$ cat src/rtl/core/b64e_pkg.sv
// Shared types, character constants and the symbol table of the base64 stream encoder.
// Has no dependencies; every other file of the encoder imports it.
package b64e_pkg;

    // Input request: one raw byte and the end-of-message flag
    typedef struct packed {
        logic [7:0] in_byte;
        logic       in_last;
    } in_item_t;

    // Output request: one ASCII character
    typedef struct packed {
        logic [7:0] out_char;
        logic       out_last;
    } out_item_t;

    // Work handed from the front end to the back end: up to four characters
    typedef struct packed {
        logic [2:0]      cnt;
        logic [3:0][7:0] chars;
        logic            last;
    } job_t;

    localparam int unsigned LIMIT_W = 10;
    localparam int unsigned COUNT_W = 11;

    // Position of the next byte within its group of three
    localparam logic [1:0] PH_0 = 2'd0;
    localparam logic [1:0] PH_1 = 2'd1;
    localparam logic [1:0] PH_2 = 2'd2;

    localparam logic [7:0] CHAR_PAD = 8'h3d;
    localparam logic [7:0] CHAR_CR  = 8'h0d;
    localparam logic [7:0] CHAR_LF  = 8'h0a;

    localparam logic [COUNT_W-1:0] QUARTET_LEN = COUNT_W'(4);

    // Standard alphabet: 6-bit value to ASCII symbol
    function automatic logic [7:0] b64_symbol(input logic [5:0] v);
        logic [7:0] v8;
        v8 = {2'b00, v};
        if (v < 6'd26)
            return 8'h41 + v8;
        else if (v < 6'd52)
            return 8'h61 + v8 - 8'd26;
        else if (v < 6'd62)
            return 8'h30 + v8 - 8'd52;
        else if (v == 6'd62)
            return 8'h2b;
        else
            return 8'h2f;
    endfunction

endpackage

$ cat src/rtl/core/b64e_front.sv
// Front end: accepts bytes, tracks group phase, carry bits and line count,
// and turns each byte into a job of one to four characters. Uses b64e_pkg.
module b64e_front (
    input  logic                  clk,
    input  logic                  rst_n,
    input  logic                  in_valid,
    output logic                  in_ready,
    input  b64e_pkg::in_item_t    in_data,
    input  logic [9:0]            line_limit,
    output logic                  push,
    output b64e_pkg::job_t        push_job,
    input  logic                  push_ready
);
    import b64e_pkg::*;

    logic [1:0]         phase_reg,  phase_next;
    logic [3:0]         carry_reg,  carry_next;
    logic [COUNT_W-1:0] count_reg,  count_next;
    logic [COUNT_W-1:0] count_inc;
    logic [7:0]         b;
    logic               last;

    assign in_ready = push_ready;
    assign push     = in_valid && push_ready;
    assign b        = in_data.in_byte;
    assign last     = in_data.in_last;
    assign count_inc = count_reg + QUARTET_LEN;

    // Classify the byte by phase and build its characters
    always_comb
    begin
        phase_next     = phase_reg;
        carry_next     = carry_reg;
        count_next     = count_reg;
        push_job.cnt   = 3'd1;
        push_job.chars = '0;
        push_job.last  = last;
        case (phase_reg)
            PH_1:
            begin
                push_job.chars[0] = b64_symbol({carry_reg[1:0], b[7:4]});
                carry_next = b[3:0];
                phase_next = PH_2;
                if (last)
                begin
                    push_job.chars[1] = b64_symbol({b[3:0], 2'b00});
                    push_job.chars[2] = CHAR_PAD;
                    push_job.cnt      = 3'd3;
                end
            end
            PH_2:
            begin
                push_job.chars[0] = b64_symbol({carry_reg, b[7:6]});
                push_job.chars[1] = b64_symbol(b[5:0]);
                push_job.cnt      = 3'd2;
                carry_next = 4'd0;
                phase_next = PH_0;
                count_next = count_inc;
                // Line full: append CR LF
                if ((line_limit != '0) && (count_inc >= {1'b0, line_limit}))
                begin
                    push_job.chars[2] = CHAR_CR;
                    push_job.chars[3] = CHAR_LF;
                    push_job.cnt      = 3'd4;
                    count_next        = '0;
                end
            end
            default:
            begin
                // Phase 0; the unused code behaves the same
                push_job.chars[0] = b64_symbol(b[7:2]);
                carry_next = {2'b00, b[1:0]};
                phase_next = PH_1;
                if (last)
                begin
                    push_job.chars[1] = b64_symbol({b[1:0], 4'b0000});
                    push_job.chars[2] = CHAR_PAD;
                    push_job.chars[3] = CHAR_PAD;
                    push_job.cnt      = 3'd4;
                end
            end
        endcase
        // End of message restarts everything
        if (last)
        begin
            phase_next = PH_0;
            carry_next = 4'd0;
            count_next = '0;
        end
    end

    always_ff @(posedge clk or negedge rst_n)
    begin
        if (!rst_n)
        begin
            phase_reg <= PH_0;
            carry_reg <= 4'd0;
            count_reg <= '0;
        end
        else if (push)
        begin
            phase_reg <= phase_next;
            carry_reg <= carry_next;
            count_reg <= count_next;
        end
    end

endmodule

$ cat src/rtl/core/b64e_queue.sv
// Short job queue between front and back end so each side stalls on its own.
// Uses b64e_pkg for the job type.
module b64e_queue #(
    parameter int unsigned DEPTH = 2
) (
    input  logic           clk,
    input  logic           rst_n,
    input  logic           wr_valid,
    output logic           wr_ready,
    input  b64e_pkg::job_t wr_data,
    output logic           rd_valid,
    input  logic           rd_pop,
    output b64e_pkg::job_t rd_data
);
    import b64e_pkg::*;

    localparam int unsigned PTR_W = (DEPTH > 1) ? $clog2(DEPTH) : 1;
    localparam int unsigned CNT_W = $clog2(DEPTH + 1);

    job_t             mem_reg [DEPTH];
    logic [PTR_W-1:0] wr_ptr_reg, wr_ptr_next;
    logic [PTR_W-1:0] rd_ptr_reg, rd_ptr_next;
    logic [CNT_W-1:0] cnt_reg,    cnt_next;
    logic             do_wr, do_rd;

    assign wr_ready = (cnt_reg != CNT_W'(DEPTH));
    assign rd_valid = (cnt_reg != '0);
    assign rd_data  = mem_reg[rd_ptr_reg];
    assign do_wr    = wr_valid && wr_ready;
    assign do_rd    = rd_pop && rd_valid;

    // Pointer and fill count update with wrap at the depth
    always_comb
    begin
        wr_ptr_next = wr_ptr_reg;
        rd_ptr_next = rd_ptr_reg;
        cnt_next    = cnt_reg;
        if (do_wr)
            wr_ptr_next = (wr_ptr_reg == PTR_W'(DEPTH - 1)) ? '0 : wr_ptr_reg + 1'b1;
        if (do_rd)
            rd_ptr_next = (rd_ptr_reg == PTR_W'(DEPTH - 1)) ? '0 : rd_ptr_reg + 1'b1;
        if (do_wr && !do_rd)
            cnt_next = cnt_reg + 1'b1;
        else if (do_rd && !do_wr)
            cnt_next = cnt_reg - 1'b1;
    end

    always_ff @(posedge clk or negedge rst_n)
    begin
        if (!rst_n)
        begin
            wr_ptr_reg <= '0;
            rd_ptr_reg <= '0;
            cnt_reg    <= '0;
        end
        else
        begin
            wr_ptr_reg <= wr_ptr_next;
            rd_ptr_reg <= rd_ptr_next;
            cnt_reg    <= cnt_next;
        end
    end

    // Storage, no reset needed
    always_ff @(posedge clk)
    begin
        if (do_wr)
            mem_reg[wr_ptr_reg] <= wr_data;
    end

endmodule

$ cat src/rtl/core/b64e_back.sv
// Back end: holds one job and hands out its characters one per cycle
// while out_ready is high. Uses b64e_pkg for the job and output types.
module b64e_back (
    input  logic                clk,
    input  logic                rst_n,
    input  logic                job_valid,
    output logic                job_pop,
    input  b64e_pkg::job_t      job_data,
    output logic                out_valid,
    input  logic                out_ready,
    output b64e_pkg::out_item_t out_data
);
    import b64e_pkg::*;

    logic       busy_reg, busy_next;
    job_t       job_reg,  job_next;
    logic [1:0] idx_reg,  idx_next;
    logic       final_char;
    logic       fire;
    logic       load;

    assign final_char = ({1'b0, idx_reg} == (job_reg.cnt - 3'd1));
    assign fire       = busy_reg && out_ready;
    assign load       = !busy_reg || (fire && final_char);
    assign job_pop    = load && job_valid;

    assign out_valid         = busy_reg;
    assign out_data.out_char = job_reg.chars[idx_reg];
    assign out_data.out_last = job_reg.last && final_char;

    // Load the next job when empty or on the final character, else step
    always_comb
    begin
        busy_next = busy_reg;
        job_next  = job_reg;
        idx_next  = idx_reg;
        if (load)
        begin
            busy_next = job_valid;
            job_next  = job_data;
            idx_next  = 2'd0;
        end
        else if (fire)
            idx_next = idx_reg + 2'd1;
    end

    always_ff @(posedge clk or negedge rst_n)
    begin
        if (!rst_n)
        begin
            busy_reg <= 1'b0;
            idx_reg  <= 2'd0;
        end
        else
        begin
            busy_reg <= busy_next;
            idx_reg  <= idx_next;
        end
    end

    always_ff @(posedge clk)
    begin
        job_reg <= job_next;
    end

endmodule

$ cat src/rtl/core/base64_stream_encoder_top.sv
// Top level of the base64 stream encoder: front end, job queue, back end
// and the line limit register. Depends on b64e_pkg and the three submodules.
//
//   channel | direction | payload         | request moves
//   in      | input     | in_item_t       | one raw byte, in_last flag
//   out     | output    | out_item_t      | one ASCII character
//   cfg     | input     | 10-bit limit    | new line_limit, taken at once
//
// The front end takes a byte whenever the queue has room.
// The back end sends one character per cycle while out_ready is high; a byte
// makes 1 to 4 of them, so the sustained rate is set by the output port. The
// first character of a byte passes the queue, then the job register.
// Reset clears phase, carry, line count, line_limit, queue and back end.
// An output stall fills the queue, then drops in_ready.
module base64_stream_encoder_top #(
    parameter int unsigned QUEUE_DEPTH = 2
) (
    input  logic                clk,
    input  logic                rst_n,
    input  logic                in_valid,
    output logic                in_ready,
    input  b64e_pkg::in_item_t  in_data,
    output logic                out_valid,
    input  logic                out_ready,
    output b64e_pkg::out_item_t out_data,
    input  logic                cfg_valid,
    output logic                cfg_ready,
    input  logic [9:0]          cfg_data
);
    import b64e_pkg::*;

    logic [LIMIT_W-1:0] line_limit_reg;
    logic               push;
    job_t               push_job;
    logic               push_ready;
    logic               job_valid;
    logic               job_pop;
    job_t               job_data;

    assign cfg_ready = 1'b1;

    // Line limit register
    always_ff @(posedge clk or negedge rst_n)
    begin
        if (!rst_n)
            line_limit_reg <= '0;
        else if (cfg_valid && cfg_ready)
            line_limit_reg <= cfg_data;
    end

    b64e_front u_front (
        .clk        (clk),
        .rst_n      (rst_n),
        .in_valid   (in_valid),
        .in_ready   (in_ready),
        .in_data    (in_data),
        .line_limit (line_limit_reg),
        .push       (push),
        .push_job   (push_job),
        .push_ready (push_ready)
    );

    b64e_queue #(
        .DEPTH (QUEUE_DEPTH)
    ) u_queue (
        .clk      (clk),
        .rst_n    (rst_n),
        .wr_valid (push),
        .wr_ready (push_ready),
        .wr_data  (push_job),
        .rd_valid (job_valid),
        .rd_pop   (job_pop),
        .rd_data  (job_data)
    );

    b64e_back u_back (
        .clk       (clk),
        .rst_n     (rst_n),
        .job_valid (job_valid),
        .job_pop   (job_pop),
        .job_data  (job_data),
        .out_valid (out_valid),
        .out_ready (out_ready),
        .out_data  (out_data)
    );

endmodule

$ cat config.mk
export PLATFORM = sky130hd
export DESIGN_NAME = base64_stream_encoder_top
export DESIGN_NICKNAME = d
export VERILOG_FILES = /design/src/rtl/core/b64e_pkg.sv /design/src/rtl/core/b64e_front.sv /design/src/rtl/core/b64e_queue.sv /design/src/rtl/core/b64e_back.sv /design/src/rtl/core/base64_stream_encoder_top.sv
export SDC_FILE = /design/constraint.sdc
export NUM_CORES = 1
export LEC_CHECK = 0
export ABC_AREA = 1
export BUFFER_PORTS_ARGS = -buffer_cell sky130_fd_sc_hd__buf_2
export CAP_MARGIN = 20
export CORE_ASPECT_RATIO = 0.7
export CORE_MARGIN = 4
export CORE_UTILIZATION = 40
export DETAILED_ROUTE_END_ITERATION = 12
export SETUP_SLACK_MARGIN = 0.05
export SLEW_MARGIN = 20
export SYNTH_ARGS = -nofsm -noshare
export SYNTH_HDL_FRONTEND = slang
export SYNTH_SLANG_ARGS = --single-unit
$ cat constraint.sdc
create_clock -name clk -period 2.7 [get_ports clk]
set_input_delay 0.54 -clock clk [delete_from_list [all_inputs] [get_ports clk]]
set_output_delay 0.54 -clock clk [all_outputs]
set_load 0.005 [all_outputs]
==> results.json, run 1 <==
{
  "status": "complete, no violations",
  "arrival_ns": 2.49,
  "dp_hpwl_um": 12200,
  "synth_cell_types": 40,
  "synthCells": 806,
  "worst_setup_path_end_kind": "flop",
  "core-area_mm2": 0.0158,
  "setup_viol": 0,
  "synthesis.area_mm2": 0.00655,
  "p_total_uw": 6730,
  "rr_startpoint": "u_front.carry_reg[0]",
  "finalWeightedCongestion": 0.975,
  "hold_viol_final": 0,
  "clock_latency_ns": 0.34,
  "htreeDepth": 3,
  "rows": 38,
  "grt_setup_unrepaired": "no",
  "drc_errors": 0,
  "path_class": "reg -> reg",
  "die_x_um": 161,
  "fin_area_mm2": 0.00742,
  "report.final.slew_viol_count": 0,
  "drt-wirelength-per-cell_um": 15.0,
  "track_usage": 0.180,
  "nets": 924,
  "worstPathMaxFanout": 8,
  "synthFlopType": "edfxtp_1",
  "final_layout_size_suffix_gt1_frac": 0.132,
  "pwr_density_cell_mw_per_mm2": 907,
  "syn-num-nets": 871,
  "crit_path_start_kind": "flop",
  "cts_made_buffers": 9,
  "post_dp_cell_area_mm2": 0.00711,
  "areaGrowthSynthToFinish_pct": 13.3,
  "rrSetupSlack_ns": 0.26,
  "num-fill-cells": 1620,
  "setup_slack_ns": 0.259,
  "crit_required_ns": 2.75,
  "yosysTopAreaCell": "edfxtp_1",
  "grt_max_degree": 33,
  "r2r_cells": 10,
  "hp-class": "in -> async",
  "fmax_mhz": 410,
  "multi_input_area_mm2": 0.00317,
  "cts_root_buffer": "clkbuf_16",
  "synth_area_leaders": "edfxtp_1 (33%), nand2_1 (13%), dfrtp_1 (12%), ha_1 (7.8%), o21ai_0 (6.5%)",
  "crit_path_max_incr_delay_ns": 0.57,
  "ys_warn_count": 0,
  "avgSynthCellArea_um2": 8.13,
  "period_share": 0.904,
  "ant_nets": 0,
  "synth-edff-count": 72,
  "design.die.area_mm2": 0.0185,
  "gr-total-overflow": 0,
  "dp_slack_ns": 0.167,
  "vias_per_cell": 5.07,
  "timing.slew.headroom": 0.498,
  "yosysTopAreaCellShare": 0.330,
  "layout_commonest_cell": "nand2_1",
  "cap_violations": 0,
  "regArea_mm2": 0.00296,
  "skew_ns": 0.00859,
  "diodes": 0,
  "power.leakage_uw": 0.00332,
  "synthArstFlopShare": 0.308,
  "ys_ff_latch": 104,
  "finalSetupTns_ns": 0,
  "grt_pass1_vias": 5075,
  "antenna_found_initial": 0,
  "period_minus_slack_ns": 2.44,
  "io_pins": 36,
  "portBuffers": 34,
  "tightest_slew_ns": 0.754,
  "crit_start": "u_front.carry_reg[0]",
  "drt_first_pass_iters": 7,
  "crit_slowest_cell": "dfrtp_1",
  "clock_sink_count": 104,
  "cts_tree": "done",
  "largest_register_ffs": 48,
  "clockBufferDepth": 2,
  "r2r-end": "u_queue.mem_reg[0][2]",
  "grt_pass1_wl_um": 27000,
  "cp_cell_sequence": "inv_1 -> ha_1 -> inv_1 -> nand2_1 -> inv_1 -> o21ai_0 -> o21ai_0 -> o22ai_1 -> nand2_1 -> o21ai_0",
  "ir_drop_uv": 408,
  "wl_um": 16300,
  "first_iter_violations": 661,
  "start_util": 0.415,
  "layout_common_cells": "nand2_1 (223), o21ai_0 (84), inv_1 (78)",
  "synth_seq_area_share": 0.452,
  "fp.dieH_um": 115,
  "clk_pin_slew_ns": 0.07,
  "vias": 5493,
  "cts.hold.buffers_added": 0,
  "crit_path_end": "u_queue.mem_reg[0][2]"
}
-- worst max-delay path, delay by kind of cell, from the launching register on --
| kind | cells | cell delay (ns) |
|---|---|---|
| flops | 1 | 0.57 |
| simple gates | 2 | 0.20 |
| buf+inv | 3 | 0.52 |
| compound gates | 4 | 0.61 |
| fa+ha+maj | 1 | 0.25 |
-- how the worst min path moves through the flow --
stage,start,endpoint,slack [ns],cells past startpoint
after global placement,line_limit_reg[0],line_limit_reg[0],0.49,1
after global routing,rst_n,line_limit_reg[1],0.32,1
after detailed placement,line_limit_reg[1],line_limit_reg[1],0.50,1
after floorplan,rst_n,line_limit_reg[0],0.24,0
after CTS,rst_n,line_limit_reg[1],0.28,1
final,rst_n,line_limit_reg[1],0.26,1
-- kinds of logic after synthesis --
group / count (synthesis) / share of synthesized area
flip-flops: 104 / 0.452
AND/OR/NAND/NOR: 364 / 0.230
other: 1 / 0.000573
multiplexers: 2 / 0.00344
XOR/XNOR: 25 / 0.0334
buffers and inverters: 113 / 0.0697
adder cells (fa/ha/maj): 41 / 0.0783
AO/OA/AOI/OAI: 156 / 0.132
-- synthesized netlist by cell type, drive strengths merged (2+ instances only) --
library cell and count:
edfxtp 72, dfrtp 32, xor2 16, clkbuf 12, nor3 5, ha 41
inv 87, o22ai 3, xnor2 9, o211ai 8, clkinv 2, nand4 10
nand3 47, o21ai 92, a31oi 10, nor2 66, mux2 2, or2 2
nor4 2, nand2 231, o41ai 2, a21oi 38, buf 12
-- power breakdown --
group,internal [uW],switching (uW),total [uW]
clock network,627,572,1200
registers,2480,253,2740
logic,926,1870,2790
total,4040,2690,6730
-- routing by layer --
layer  vias up  GRT usage  wire [um]
met5         -          0          0
met4         0     0.0392        157
met3        11     0.0319       1170
met2       198      0.250       6370
met1      2492      0.291       8590
li1       2792          -          -
-- final cells by class --
class | count | share of cell area
repair buffers | 66 | 0.0553
clock buffers | 10 | 0.0309
flip-flops and latches | 104 | 0.399
well taps | 220 | 0.0371
inverters | 89 | 0.0450
multi-input cells | 589 | 0.427
clock inverters | 6 | 0.00590
-- metrics by stage --
stage                     cells  utilization  hold slack, ns
after floorplan             806            -           0.244
after global placement     1066        0.450           0.493
after detailed placement   1066        0.450           0.496
after CTS                  1082        0.468           0.282
after global routing       1084        0.470           0.320
final                      1084        0.470           0.262
-- timing repair --
| action | 4_1_cts | 5_1_grt |
|---|---|---|
| resized for setup | 0 | 7 |
| setup buffers | 0 | 2 |
| endpoints found under the setup margin | 0 | 9 |
Note: power is estimated with default switching activity, not from simulation.
==> run 2, diff against run 1 <==
--- a/config.mk
+++ b/config.mk
@@ -12,6 +12,7 @@
 export CORE_MARGIN = 4
 export CORE_UTILIZATION = 40
 export DETAILED_ROUTE_END_ITERATION = 12
+export PLACE_DENSITY = 0.6
 export SETUP_SLACK_MARGIN = 0.05
 export SLEW_MARGIN = 20
 export SYNTH_ARGS = -nofsm -noshare
==> constraint.sdc (replaced) <==
create_clock -name clk -period 2.7 [get_ports clk]
set_input_delay 0.135 -clock clk [delete_from_list [all_inputs] [get_ports clk]]
set_output_delay 0.135 -clock clk [all_outputs]
set_load 0.005 [all_outputs]
==> results.json, run 2 (synthesized netlist as in run 1, its figures left out) <==
{
  "drc_errors": 0,
  "worstPathMaxFanout": 6,
  "nets": 916,
  "period_share": 0.895,
  "setup_viol": 0,
  "track_usage": 0.179,
  "portBuffers": 34,
  "diodes": 0,
  "core-area_mm2": 0.0158,
  "clk_pin_slew_ns": 0.07,
  "crit_required_ns": 2.88,
  "hp-class": "in -> reg",
  "crit_buf_inv": 2,
  "intPower_uw": 4120,
  "report.final.slew_viol_count": 0,
  "min_from": "cfg_data[1]",
  "finalWeightedCongestion": 0.920,
  "cts_root_buffer": "clkbuf_16",
  "dp_hpwl_um": 11700,
  "htreeDepth": 3,
  "cts_tree": "done",
  "clock_power_share": 0.197,
  "cp_common_cell": "nand2_1",
  "io_pins": 36,
  "design.die.area_mm2": 0.0185,
  "cp_top_family": "simple AND/OR/NAND/NOR gates",
  "power.leakage_uw": 0.00331,
  "vias": 5450,
  "first_iter_violations": 525,
  "status": "complete, no violations",
  "drt_first_pass_iters": 5,
  "p_sw_frac": 0.397,
  "switchingPower_uw": 2720,
  "start_util": 0.415,
  "finalSetupTns_ns": 0,
  "skew_ns": 0.00598,
  "layout_commonest_cell": "nand2_1",
  "drt-wirelength-per-cell_um": 14.9,
  "dp_slack_ns": 0.327,
  "fin_util": 0.469,
  "wl_um": 16000,
  "cts_made_buffers": 9,
  "gr-total-overflow": 0,
  "fp.dieH_um": 115,
  "crit_path_max_incr_delay_ns": 0.37,
  "grt_pass1_wl_um": 26500,
  "layout_common_cells": "nand2_1 (225), o21ai_0 (85), inv_1 (78)",
  "post_dp_cell_area_mm2": 0.00700,
  "fmax_mhz": 414,
  "die_x_um": 161,
  "clockBufferDepth": 2,
  "cp_cell_sequence": "ha_1 -> nand2_1 -> nor2_2 -> xnor2_1 -> inv_1 -> ha_1 -> nand2_1 -> inv_1 -> a21oi_1 -> nand2_1 -> nand2_1 -> nand2_1 -> nand2_1 -> nand2_1 -> nand2_1 -> nand2_1 -> a21oi_1",
  "largest_register_ffs": 48,
  "rows": 38,
  "grt_setup_unrepaired": "no",
  "clock_latency_ns": 0.34,
  "crit_start": "u_front.count_reg[2]",
  "crit_slowest_cell": "dfrtp_1",
  "grt_max_degree": 33,
  "areaGrowthSynthToFinish_pct": 13.0,
  "cap_violations": 0,
  "setup_slack_ns": 0.283,
  "vias_per_cell": 5.07,
  "fin_area_mm2": 0.00740,
  "timing.slew.headroom": 0.498,
  "clock_sink_count": 104,
  "tightest_slew_ns": 0.753,
  "final_layout_size_suffix_gt1_frac": 0.111,
  "ant_nets": 0,
  "period_minus_slack_ns": 2.42,
  "path_class": "reg -> reg",
  "antenna_found_initial": 0,
  "rr_startpoint": "u_front.count_reg[2]",
  "pwr_density_cell_mw_per_mm2": 924,
  "crit_path_start_kind": "flop",
  "cts_setup_buffers": 0,
  "hold_viol_final": 0,
  "worst_setup_path_end_kind": "flop",
  "arrival_ns": 2.60,
  "combPwrFrac": 0.405,
  "ir_drop_uv": 361,
  "grt_pass1_vias": 5063,
  "p_seq_frac": 0.398
}
-- run 2: repair_timing --
action,CTS,global route
hold buffers,9,0
gates resized for setup,0,0
hold endpoints to repair,40,0
-- run 2: final timing paths --
check | end | slack, ns | depth (start not counted)
max in group asynchronous | u_queue.wr_ptr_reg | 1.82 | 2
worst max register to register | u_queue.mem_reg[0][34] | 0.28 | 17
worst max-delay path | u_queue.mem_reg[0][34] | 0.28 | 17
worst min register to register | u_back.job_reg[22] | 0.51 | 2
min in group asynchronous | line_limit_reg[1] | 0.39 | 2
worst min-delay path | line_limit_reg[1] | 0.02 | 2
-- run 2: stage by stage --
step	hold WS (ns)	std cells	power [uW]
after floorplan	-0.161	806	4560
after global placement	0.250	1051	5480
after detailed placement	0.246	1051	5500
after CTS	0.00818	1076	6880
after global routing	0.0136	1076	7380
final	0.0243	1076	6840
-- run 2: power by group through the flow --
| stage | Clock (uW) | Combinational, uW | Sequential [uW] |
|---|---|---|---|
| final | 1350 | 2770 | 2720 |
| after global routing | 1460 | 3130 | 2780 |
| after CTS | 1390 | 2760 | 2720 |
| after detailed placement | 0 | 2750 | 2750 |
| after global placement | 0 | 2730 | 2750 |
| after floorplan | 0 | 1880 | 2680 |
-- run 2: cell type report --
type | count | area [um^2]
clock buffers | 9 | 225
clock inverters | 7 | 88.8
fillers | 1542 | 8380
inverters | 89 | 334
multi-input cells | 589 | 3140
flip-flops and latches | 104 | 2960
well taps | 220 | 275
repair buffers | 58 | 373
-- run 2: worst reg2reg max path: stages (launching register included) --
cell	delay, ns
dfrtp_1	0.37
ha_1	0.18
nand2_1	0.07
nor2_2	0.16
xnor2_1	0.15
inv_1	0.06
ha_1	0.29
nand2_1	0.09
inv_1	0.04
a21oi_1	0.14
nand2_1	0.07
nand2_1	0.05
nand2_1	0.04
nand2_1	0.05
nand2_1	0.06
nand2_1	0.18
nand2_1	0.08
a21oi_1	0.17
-- run 2: metal layers --
| metal | vias up | GRT usage | wire [um] |
|---|---|---|---|
| li1 | 2780 | - | - |
| met3 | 19 | 0.0408 | 1140 |
| met1 | 2476 | 0.279 | 8330 |
| met2 | 175 | 0.252 | 6310 |
| met4 | 0 | 0.0409 | 214 |
| met5 | - | 0 | 0 |
